`src/sapq_pkg.sv`:
```
// shared types and constants of the sorted-array priority queue
`timescale 1ns / 1ps

package sapq_pkg;

  // number of cells in the row
  localparam int unsigned Depth = 8;
  // count register width, able to hold Depth itself
  localparam int unsigned CntW = $clog2(Depth + 1);

  // operation codes of the kind field
  localparam logic KindInsert = 1'b0;
  localparam logic KindRemove = 1'b1;

  typedef enum logic [1:0] {
    StInserted = 2'd0,
    StInsFull  = 2'd1,
    StRemoved  = 2'd2,
    StRemEmpty = 2'd3
  } status_e;

  // one held entry
  typedef struct packed {
    logic signed [31:0] payload;
    logic signed [15:0] rank;
  } entry_t;

  // input item
  typedef struct packed {
    logic               kind;
    logic signed [31:0] payload;
    logic signed [15:0] rank;
  } in_t;

  // result item
  typedef struct packed {
    status_e            status;
    logic signed [31:0] out_payload;
    logic signed [15:0] out_rank;
    logic [3:0]         occupancy;
  } out_t;

  // per-cycle command broadcast to every cell
  typedef struct packed {
    logic   ins;
    logic   rem;
    entry_t item;
  } ctrl_t;

endpackage

```
`src/sapq_cell.sv`:
```
// one cell of the sorted row: holds an entry, shifts right on insert, left on remove
`timescale 1ns / 1ps

module sapq_cell (
  input  logic             clk_i,
  input  sapq_pkg::ctrl_t  ctrl_i,
  input  logic             occ_i,
  input  sapq_pkg::entry_t left_i,
  input  logic             left_shift_i,
  input  sapq_pkg::entry_t right_i,
  output sapq_pkg::entry_t entry_o,
  output logic             shift_o
);

  sapq_pkg::entry_t entry_q, entry_d;

  // held entry leaves after the new one: it moves one place right on insert
  assign shift_o = occ_i && (entry_q.rank > ctrl_i.item.rank);

  // next entry
  always_comb begin
    entry_d = entry_q;
    if (ctrl_i.ins) begin
      if (left_shift_i) begin
        entry_d = left_i;
      end else if (shift_o || !occ_i) begin
        entry_d = ctrl_i.item;
      end
    end else if (ctrl_i.rem) begin
      entry_d = right_i;
    end
  end

  // entry storage
  always_ff @(posedge clk_i) begin
    entry_q <= entry_d;
  end

  assign entry_o = entry_q;

endmodule

```
`src/sorted_array_priority_queue.sv`:
```
// top level of the sorted-array priority queue: cell row, count and result register
`timescale 1ns / 1ps

// channel   | ports                   | transfer
// ----------+-------------------------+-----------------------------------------
// command   | start_i, busy_o, in_i   | edge with start_i high and busy_o low
// result    | done_o, out_o           | edge ending the single cycle done_o is high
//
// One item is taken every cycle; busy_o stays low since every cell of the row
// compares and shifts in the same cycle as the command.
// The result shows on out_o in the cycle after its transfer, for one cycle only.
// Reset clears the entry count and the result strobe; entries need no clearing.
// The receiver cannot stall: a result not taken in its cycle is gone.

module sorted_array_priority_queue (
  input  logic           clk_i,
  input  logic           rst_ni,
  input  logic           start_i,
  output logic           busy_o,
  input  sapq_pkg::in_t  in_i,
  output logic           done_o,
  output sapq_pkg::out_t out_o
);

  logic [sapq_pkg::CntW-1:0] count_q, count_d;
  logic                      done_q;
  sapq_pkg::out_t            out_q, out_d;
  sapq_pkg::ctrl_t           ctrl;
  logic                      fire, is_full, is_empty;
  logic [sapq_pkg::CntW+3:0] occ_ext;

  sapq_pkg::entry_t          entries [sapq_pkg::Depth];
  logic                      shifts  [sapq_pkg::Depth];

  assign busy_o   = 1'b0;
  assign fire     = start_i && !busy_o;
  assign is_full  = (count_q == sapq_pkg::CntW'(sapq_pkg::Depth));
  assign is_empty = (count_q == '0);

  // command broadcast to the row
  always_comb begin
    ctrl.ins          = fire && (in_i.kind == sapq_pkg::KindInsert) && !is_full;
    ctrl.rem          = fire && (in_i.kind == sapq_pkg::KindRemove) && !is_empty;
    ctrl.item.payload = in_i.payload;
    ctrl.item.rank    = in_i.rank;
  end

  // cell row
  for (genvar i = 0; i < sapq_pkg::Depth; i++) begin : g_cell
    sapq_pkg::entry_t left_e, right_e;
    logic             left_sh, occ;

    assign occ = (count_q > sapq_pkg::CntW'(i));

    if (i == 0) begin : g_head
      assign left_e  = ctrl.item;
      assign left_sh = 1'b0;
    end else begin : g_mid
      assign left_e  = entries[i-1];
      assign left_sh = shifts[i-1];
    end

    if (i == sapq_pkg::Depth - 1) begin : g_tail
      assign right_e = entries[i];
    end else begin : g_body
      assign right_e = entries[i+1];
    end

    sapq_cell u_cell (
      .clk_i        (clk_i),
      .ctrl_i       (ctrl),
      .occ_i        (occ),
      .left_i       (left_e),
      .left_shift_i (left_sh),
      .right_i      (right_e),
      .entry_o      (entries[i]),
      .shift_o      (shifts[i])
    );
  end

  // count update and result
  always_comb begin
    count_d           = count_q;
    out_d.status      = sapq_pkg::StInserted;
    out_d.out_payload = '0;
    out_d.out_rank    = '0;
    unique case (in_i.kind)
      sapq_pkg::KindInsert: begin
        if (is_full) begin
          out_d.status = sapq_pkg::StInsFull;
        end else begin
          count_d = count_q + 1'b1;
        end
      end
      sapq_pkg::KindRemove: begin
        if (is_empty) begin
          out_d.status = sapq_pkg::StRemEmpty;
        end else begin
          out_d.status      = sapq_pkg::StRemoved;
          out_d.out_payload = entries[0].payload;
          out_d.out_rank    = entries[0].rank;
          count_d           = count_q - 1'b1;
        end
      end
      default: ;
    endcase
    occ_ext         = {4'b0, count_d};
    out_d.occupancy = occ_ext[3:0];
  end

  // control registers
  always_ff @(posedge clk_i or negedge rst_ni) begin
    if (!rst_ni) begin
      count_q <= '0;
      done_q  <= 1'b0;
    end else begin
      done_q <= fire;
      if (fire) begin
        count_q <= count_d;
      end
    end
  end

  // result register
  always_ff @(posedge clk_i) begin
    if (fire) begin
      out_q <= out_d;
    end
  end

  assign done_o = done_q;
  assign out_o  = out_q;

`ifndef SYNTHESIS
  a_one_result: assert property (@(posedge clk_i) disable iff (!rst_ni)
    $past(rst_ni) |-> (done_o == $past(start_i && !busy_o)))
    else $error("result strobe does not follow command transfer");

  a_count_bound: assert property (@(posedge clk_i) disable iff (!rst_ni)
    count_q <= sapq_pkg::CntW'(sapq_pkg::Depth))
    else $error("entry count above depth");

  a_full_kept: assert property (@(posedge clk_i) disable iff (!rst_ni)
    (done_o && out_o.status == sapq_pkg::StInsFull) |->
      (count_q == sapq_pkg::CntW'(sapq_pkg::Depth)))
    else $error("full rejection while not full");

  a_empty_kept: assert property (@(posedge clk_i) disable iff (!rst_ni)
    (done_o && out_o.status == sapq_pkg::StRemEmpty) |-> (count_q == '0))
    else $error("empty rejection while entries held");
`endif

endmodule

```
`config.mk`:
```
export PLATFORM = sky130hd
export DESIGN_NAME = sorted_array_priority_queue
export DESIGN_NICKNAME = d
export VERILOG_FILES = /design/src/sapq_pkg.sv /design/src/sapq_cell.sv /design/src/sorted_array_priority_queue.sv
export SDC_FILE = /design/constraint.sdc
export NUM_CORES = 1
export LEC_CHECK = 0
export BUFFER_PORTS_ARGS = -buffer_cell sky130_fd_sc_hd__buf_2
export CORE_MARGIN = 2
export CORE_UTILIZATION = 28
export CTS_CLUSTER_DIAMETER = 150
export CTS_CLUSTER_SIZE = 20
export DETAILED_ROUTE_END_ITERATION = 7
export PLACE_DENSITY = 0.43
export SLEW_MARGIN = 15
export SYNTH_ARGS = -nofsm -noshare
export SYNTH_HDL_FRONTEND = slang
export SYNTH_HIERARCHICAL = 1
export SYNTH_SLANG_ARGS = --single-unit
```
`constraint.sdc`:
```
create_clock -name clk_i -period 5.17 [get_ports clk_i]
set_clock_uncertainty 0.2 [all_clocks]
set_input_delay 1.2925 -clock clk_i [delete_from_list [all_inputs] [get_ports clk_i]]
set_output_delay 1.2925 -clock clk_i [all_outputs]
set_load 0.005 [all_outputs]
```
# == Word level (Yosys, flattened, before mapping) ==
# Index checks and enable logic that the tools add are counted.
# totals
regBits,443
inputBits,52
out_inout_bits,56
wordCells,126
# classes
n_addsub,2
magnitude_cmp,16
n_eq_ne,8
mux,35
n_bitwise,1
n_reduce_logical,42
# op_table
operator,count
$mux 48,29
$gt 16x16->1,8
$ne 3x1->1 const B,6
$gt 4x3->1 const B,4
$reduce_and 2->1,8
$logic_and 1x1->1,12
$logic_not 1->1,10
$gt 4x1->1 const B,2
$gt 4x2->1 const B,2
$logic_or 1x1->1,8
$mux 4,2
$pmux 4 s2,1
$add 4x1->4 const B,1
$eq 4x4->1 const B,1
$logic_not 4->1,1
$pmux 2 s2,1
$reduce_bool 2->1,2
$sub 4x1->4 const B,1
$mux 1,2
$ne 2x1->1 const B,1
$reduce_or 2->1,1
$not 1->1,1

# == Depth between registers and ports, before layout ==
# Gate-level depths: netlist of the first run.
# depth
word_depth,6
mapped_depth,13
mapped_depth_nobuf,10

# == Hierarchy ==
# The synthesis of the first run kept the hierarchy.
# by_module_without_submodules
mod,instances,cells_each,area_per_inst_um2,seq_area_each_um2
sapq_cell (g_cell[0].u_cell ...),5,271,2839.0,1441.4
sapq_cell (g_cell[5].u_cell ...),3,269,2854.0,1441.4
sorted_array_priority_queue,1,182,2544.9,1746.7

# == Worst setup path after synthesis of the first run ==
# OpenSTA, ideal clock, no wires.
# synth_path
kind,input to register
from,input in_i[1] (netlist name)
to,"register g_cell[6].u_cell.entry_q, in the netlist g_cell[6].u_cell/entry_o[0] (enable)"
setup_time_ns,0.413
arrival_ns,4.364
t_required_ns,4.557
slack_ns,0.193
cell_stages,11
n_path_buf,2
path_cell_list,inv_1 ha_1 nor2b_1 o211ai_1 a2111o_1 and4_4 a211oi_2 and2_2 clkbuf_1 buf_2 o32a_1
# synth_between
word_cells_on_any_way,7
cone_classes,order compare (2); eq/ne (1); reduce/logical (4)
# synth_rtl
element,line,rtl
start: declaration,sorted_array_priority_queue.sv:20,"input sapq_pkg::in_t in_i,"
$gt 16x16->1,sapq_cell.sv:18,assign shift_o = occ_i && (entry_q.rank > ctrl_i.item.rank);
$logic_and 1x1->1,sapq_cell.sv:18,
net g_cell[6].left_sh,sorted_array_priority_queue.sv:51,"logic left_sh, occ;"
$ne 3x1->1 (no source line),-,
$reduce_and 2->1 (no source line),-,
end signal: assignment,sapq_cell.sv:36,entry_q <= entry_d;
end: declaration,sapq_cell.sv:15,"sapq_pkg::entry_t entry_q, entry_d;"
# The timed path passes the listed nets, and every way through them passes these cells.
# A chain may end at the register's enable or synchronous reset.

==> results by group, run 1 <==
Worst setup path
  – Number of cells on the critical path: 11
  – Delay-heaviest family, CP: simple AND/OR/NAND/NOR gates
  – Arrival time of data at the critical path endpoint: 4.43 ns
  – Worst Setup Path Type: in2reg
  – Highest fanout seen on the critical path: 20
  – Worst Setup Start Kind: input port
  – Cells along the critical path: buf_2 > inv_1 > ha_1 > nand4_1 > nor3_1 > o31ai_1 > a222oi_1 > and2_4 > buf_4 > mux2i_1 > a21oi_1
  – Register-to-register setup slack: 1.51 ns
  – Category of the worst setup path capture point: flip-flop
  – Max stage delay on crit path: 0.57 ns
  – Buffers & Inverters on Critical Path: 3
  – Slowest stage cell, crit path: sky130_fd_sc_hd__a222oi_1
  – Register-to-Register Path Depth: 9
  – Critical path data required time: 5.29 ns

Synthesis
  – Number of standard cells after synthesis: 2343
  – Warning count from the yosys run: 6
  – Average size of a mapped cell: 10.80 um2
  – Netlist Area Pre-Place: 0.02529 mm2

Place
  – Count of input and output buffers: 106
  – Dpl ws: 0.2685 ns
  – GP Congestion: 0.7647
  – Post-detailed-placement half-perimeter wirelength: 46.43 mm

GRT
  – Pin count of the biggest net entering global routing: 145
  – Number of antenna violations at the first check in global routing: 4
  – Overall routing resource usage: 15.01%
  – Vias in the first global route: 17830
  – Remaining global-route overflow: 0
  – Global-route wire length before repair: 110.3 mm

Final layout
  – Area Growth Syn to Fin: 10.63%
  – Layout cell share with drive strength beyond 1: 8.690%
  – Number of fillers in the final layout: 9319
  – Antenna cells: 0
  – Final net count: 2555

CTS
  – Setup bufs post-CTS: 0
  – Number of gates given a new drive strength after cts: 0
  – TritonCTS clock tree: done
  – Number of levels the H-tree was split into: 1
  – Clock buffer count from CTS: 26
  – Root Driver: sky130_fd_sc_hd__clkbuf_16
  – Clock transition at path regs: 0.09 ns
  – Worst-skew pair later-pin latency: 0.60 ns
  – Clock sink count: 443
  – CTS Hold Buffers Added: 0
  – Maximum count of clock buffers along a single path: 3

STA
  – Hold Vio Cnt, Final: 0
  – Max Clk Rate: 232.0 MHz
  – RSZ-0062 raised after global routing: false
  – Worst setup margin: 0.8604 ns
  – Worst slew margin relative to its limit: 32.22%
  – Final critical-path share of the clock period: 83.36%
  – Actual transition at the worst max-transition pin: 1.017 ns
  – Slew Viols, Final: 0
  – Minimum clock period: 4.310 ns
  – Post-Route Setup TNS: 0 ns
  – Total setup violations reported at the end of the flow: 0

Detailed routing
  – Average vias per placed instance: 4.976
  – Total wire length after detailed routing: 71.77 mm
  – Detailed router's first-iteration violation count: 1113
  – Number of nets with antenna violations after detailed routing: 0
  – Total vias in the final route: 17700
  – DRC violation count after routing: 0
  – Number of iterations in the first detailed-routing pass: 5
  – Routed length per placed instance: 20.17 um

Power
  – Leakage component of the power: 11.94 nW
  – Power Density: 447.6 mW/mm2
  – Worst ir drop on vdd: 0.2249 mV

Floorplanning
  – Height of the die: 304.6 um
  – Floorplan die width: 304.6 um
  – Die Area: 0.09276 mm2
  – # rows: 110
  – I/O pin total: 108
  – Effective utilization at floorplan: 28.19%
  – Placeable core region: 0.08974 mm2

Min path
  – HP Class: in2async

Status
  – Run status: complete, no violations

Job
  – Number of max-cap violations: 0
==> registers in the layout (all words and copies together), names as in the netlist <==
signal,flops
g_cell.u_cell/entry_o,384
count_q,4
out_o,54
done_o,1
==> where the power goes <==
group          internal (mW)  switching [mW]  total (mW)  leakage (nW)
registers               5.07           0.532        5.60          4.25
clock network          0.944            1.27        2.22         0.350
logic                   1.91            2.80        4.70          7.35
==> path summary, 6_finish.rpt <==
| check | start | to |
|---|---|---|
| setup / recovery | in_i[15] | g_cell[4].u_cell/entry_o[22]$_DFFE_PP_ |
| hold / removal | rst_ni | done_o$_DFF_PN0_ |
| setup reg to reg | g_cell[3].u_cell/entry_o[15]$_DFFE_PP_ | g_cell[4].u_cell/entry_o[22]$_DFFE_PP_ |
| hold reg to reg | g_cell[0].u_cell/entry_o[23]$_DFFE_PP_ | out_o[27]$_SDFFCE_PP0P_ |
| max in group asynchronous | rst_ni | count_q[2]$_DFFE_PN0P_ |
| min in group clk_i | g_cell[0].u_cell/entry_o[23]$_DFFE_PP_ | out_o[27]$_SDFFCE_PP0P_ |
==> layout by cell type (no fill, tap or decap), drive strengths merged, types with 2 or more instances in the layout <==
cell type,count
nand4,22
nor2b,4
clkbuf,37
o211ai,3
o311ai,5
nor2,402
a211oi,9
o221ai,2
nand2b,7
nor4,3
edfxtp,438
mux2i,388
o21ai,20
a31oi,3
and2,7
o21a,3
a2bb2oi,3
nor3,10
buf,153
o31ai,5
nand2,47
o32a,8
conb,2
a222oi,5
xnor2,3
dfrtp,5
a2111o,3
and3,50
a21oi,440
inv,147
ha,132
a21o,3
and4,3
==> area by class of cell <==
cell class                 count  area [um2]  share of cell area, %
timing repair buffer         153        1161                  4.149
inverter                     146       548.0                  1.958
clock buffer                  37       691.9                  2.473
multi-input combinational   1601       10800                  38.59
clock inverter                 2       36.28                 0.1297
sequential                   443       13280                  47.45
tap                         1176        1471                  5.258
==> layer usage <==
| metal | GRT usage [%] | wire length, um | up-vias |
|---|---|---|---|
| met3 | 1.565 | 2991 | 70 |
| met2 | 24.91 | 33310 | 349 |
| met4 | 3.615 | 1551 | 2 |
| met1 | 20.97 | 33910 | 8741 |
| met5 | 0 | 12 | - |
| li1 | - | - | 8542 |
==> per-stage QoR <==
| stage | cell area, um2 | cells | hold slack (ns) | power (mW) | util [%] |
|---|---|---|---|---|---|
| after floorplan | 25300 | 2344 | 0.3544 | 8.821 | - |
| after global placement | 27260 | 3519 | 0.3762 | 10.35 | 30.37 |
| after detailed placement | 27260 | 3519 | 0.3767 | 10.44 | 30.37 |
| after CTS | 27980 | 3558 | 0.2722 | 12.72 | 31.19 |
| after global routing | 27980 | 3558 | 0.2842 | 13.36 | 31.19 |
| final | 27980 | 3558 | 0.3152 | 12.53 | 31.19 |
Note: power is estimated with default switching activity, not from simulation.
==> inputs of run 2 (changes only) <==
==> constraint.sdc (replaced) <==
create_clock -name clk_i -period 4.35 [get_ports clk_i]
set_clock_uncertainty 0.2 [all_clocks]
set_input_delay 1.0875 -clock clk_i [delete_from_list [all_inputs] [get_ports clk_i]]
set_output_delay 1.0875 -clock clk_i [all_outputs]
set_load 0.005 [all_outputs]
==> results by group, run 2 (synthesis results as in run 1) <==
Floorplanning
  – Floorplan die width: 304.6 um (unchanged)
  – Effective utilization at floorplan: 28.19% (unchanged)
  – Placeable core region: 0.08974 mm2 (unchanged)
  – # rows: 110 (unchanged)
  – Die Area: 0.09276 mm2 (unchanged)
  – Height of the die: 304.6 um (unchanged)
  – I/O pin total: 108 (unchanged)

Place
  – Count of input and output buffers: 106 (unchanged)
  – Placed cells: 3549 (was 3519)
  – GP Congestion: 0.7807 (was 0.7647)
  – Post-detailed-placement half-perimeter wirelength: 47.68 mm (was 46.43 mm)

STA
  – Final critical-path share of the clock period: 94.97%
  – Total setup violations reported at the end of the flow: 0 (unchanged)
  – Hold Vio Cnt, Final: 0 (unchanged)
  – Actual transition at the worst max-transition pin: 0.9242 ns (was 1.017 ns)
  – Worst slew margin relative to its limit: 38.39% (was 32.22%)
  – Minimum clock period: 4.131 ns
  – Post-Route Setup TNS: 0 ns (unchanged)
  – Slew Viols, Final: 0 (unchanged)
  – RSZ-0062 raised after global routing: false (unchanged)
  – Max Clk Rate: 242.1 MHz

Detailed routing
  – Number of nets with antenna violations after detailed routing: 0 (unchanged)
  – DRC violation count after routing: 0 (unchanged)
  – Average vias per placed instance: 4.902 (was 4.976)
  – Total wire length after detailed routing: 71.48 mm (was 71.77 mm)
  – Routed length per placed instance: 19.91 um (was 20.17 um)
  – Detailed router's first-iteration violation count: 1187 (was 1113)
  – Total vias in the final route: 17600 (was 17700)
  – Number of iterations in the first detailed-routing pass: 6 (was 5)

CTS
  – CTS Hold Buffers Added: 0 (unchanged)
  – Root Driver: sky130_fd_sc_hd__clkbuf_16 (unchanged)
  – TritonCTS clock tree: done (unchanged)
  – Maximum count of clock buffers along a single path: 3 (unchanged)
  – Number of gates given a new drive strength after cts: 0 (unchanged)
  – Worst-skew pair later-pin latency: 0.61 ns (was 0.60 ns)
  – Clock transition at path regs: 0.09 ns (about the same)
  – Clock buffer count from CTS: 26 (unchanged)
  – Setup bufs post-CTS: 0 (unchanged)
  – Clock sink count: 443 (unchanged)
  – Number of levels the H-tree was split into: 1 (unchanged)

Final layout
  – Layout cell share with drive strength beyond 1: 9.859% (was 8.690%)
  – Antenna cells: 0 (unchanged)
  – Number of fillers in the final layout: 9205 (was 9319)
  – Final net count: 2585 (was 2555)
  – Area of combinational cells with multiple inputs: 0.01080 mm2 (unchanged)
  – Register area: 0.01328 mm2 (unchanged)
  – Most frequent cells in the layout: sky130_fd_sc_hd__a21oi_1 (440), sky130_fd_sc_hd__edfxtp_1 (438), sky130_fd_sc_hd__nor2_1 (401), sky130_fd_sc_hd__mux2i_1 (388), sky130_fd_sc_hd__inv_1 (146) (unchanged)
  – Count of non-filler cells in the finished layout: 3590 (was 3558)
  – Flip-flop count of the largest register after layout: 384 (unchanged)
  – Most frequent standard cell in the layout excluding fill and tap cells: sky130_fd_sc_hd__a21oi_1 (unchanged)
  – Area Growth Syn to Fin: 12.39% (was 10.63%)

Min path
  – HP Class: in2async (unchanged)

GRT
  – Global-route wire length before repair: 109.3 mm (was 110.3 mm)
  – Overall routing resource usage: 15.03% (was 15.01%)
  – Vias in the first global route: 17710 (was 17830)
  – Remaining global-route overflow: 0 (unchanged)
  – Number of antenna violations at the first check in global routing: 4 (unchanged)
  – Pin count of the biggest net entering global routing: 138 (was 145)

Worst setup path
  – Endpoint of the worst setup timing path: g_cell[3].u_cell/entry_o[11]$_DFFE_PP_ (was g_cell[4].u_cell/entry_o[22]$_DFFE_PP_)
  – Register-to-register setup slack: 0.68 ns (was 1.51 ns)
  – Worst Setup Path Type: in2reg (unchanged)
  – Category of the worst setup path capture point: flip-flop (unchanged)
  – Critical path data required time: 4.47 ns (was 5.29 ns)
  – Startpoint of the lowest-slack register-to-register path: g_cell[2].u_cell/entry_o[15]$_DFFE_PP_ (was g_cell[3].u_cell/entry_o[15]$_DFFE_PP_)
  – Arrival time of data at the critical path endpoint: 4.25 ns (was 4.43 ns)
  – Worst setup path start: in_i[15] (unchanged)
  – Highest fanout seen on the critical path: 20 (unchanged)
  – Worst Setup Start Kind: input port (unchanged)
  – Register-to-Register Path Depth: 10 (was 9)
  – Reg2Reg Capture Point: g_cell[3].u_cell/entry_o[11]$_DFFE_PP_ (was g_cell[4].u_cell/entry_o[22]$_DFFE_PP_)

Power
  – Leakage component of the power: 12.17 nW (was 11.94 nW)
  – Power Density: 531.8 mW/mm2 (was 447.6 mW/mm2)
  – Worst ir drop on vdd: 0.3757 mV (was 0.2249 mV)

Job
  – Number of max-cap violations: 0 (unchanged)

Status
  – Run status: complete, no violations (unchanged)
==> run 2: changes by cell type in the layout (fill, tap and decap cells not counted), sizes merged <==
cell / previous run / this run
buf: 153 / 183
clkbuf: 37 / 38
clkinv: 1 / 2
==> run 2: metrics by stage <==
| stage | hold WS, ns | total power [mW] | cell area [um2] | worst slack (ns) | util, % |
|---|---|---|---|---|---|
| 3_5_place_dp | 0.3685 | 12.65 | 27690 | -0.3244 | 30.86 |
| 2_1_floorplan | 0.3544 | 10.48 | 25300 | 0.1566 | - |
| 4_1_cts | 0.06140 | 15.35 | 28430 | 0.3073 | 31.68 |
| 5_1_grt | 0.06651 | 16.09 | 28430 | 0.1147 | 31.68 |
| 3_3_place_gp | 0.3747 | 12.54 | 27690 | -0.3022 | 30.86 |
| 6_report | 0.1045 | 15.12 | 28430 | 0.2190 | 31.68 |
==> run 2: cell type report <==
type	instances	share of cell area, %
clock inverters	3	0.1320
multi-input cells	1601	37.98
clock buffers	38	2.447
flip-flops and latches	443	46.71
inverters	146	1.928
repair buffers	183	5.625
well taps	1176	5.176
==> run 2: worst min-delay path by stage <==
stage | to | slack [ns] | cells after the start
global route | done_o$_DFF_PN0_ | 0.07 | 1
global placement | g_cell[2].u_cell/entry_o[23]$_DFFE_PP_ | 0.37 | 2
CTS | count_q[0]$_DFFE_PN0P_ | 0.06 | 1
detailed placement | out_o[43]$_SDFFCE_PP0P_ | 0.37 | 1
finish | done_o$_DFF_PN0_ | 0.10 | 1
floorplan | out_o[20]$_SDFFCE_PP0P_ | 0.35 | 1
==> run 2: power breakdown <==
group	total [mW]	internal (mW)	switching, mW
clock network	2.62	1.12	1.50
registers	6.66	6.03	0.635
logic	5.84	2.46	3.37
total	15.1	9.61	5.50
==> run 2: layer usage <==
metal / wire length, um / vias to the layer above / track usage, %
li1: - / 8613 / -
met1: 33540 / 8650 / 20.28
met2: 34310 / 274 / 26.01
met3: 2443 / 56 / 1.620
met4: 1172 / 4 / 3.039
met5: 16 / - / 0
==> run 2: critical path, cell delays in order <==
cell                       delay [ns]
sky130_fd_sc_hd__buf_2           0.19
sky130_fd_sc_hd__buf_4           0.19
sky130_fd_sc_hd__inv_1           0.05
sky130_fd_sc_hd__ha_1            0.34
sky130_fd_sc_hd__nand4_1         0.14
sky130_fd_sc_hd__nor3_1          0.56
sky130_fd_sc_hd__o31ai_1         0.25
sky130_fd_sc_hd__a222oi_1        0.44
sky130_fd_sc_hd__buf_4           0.19
sky130_fd_sc_hd__and2_4          0.20
sky130_fd_sc_hd__buf_12          0.21
sky130_fd_sc_hd__mux2i_1         0.28
sky130_fd_sc_hd__a21oi_1         0.10
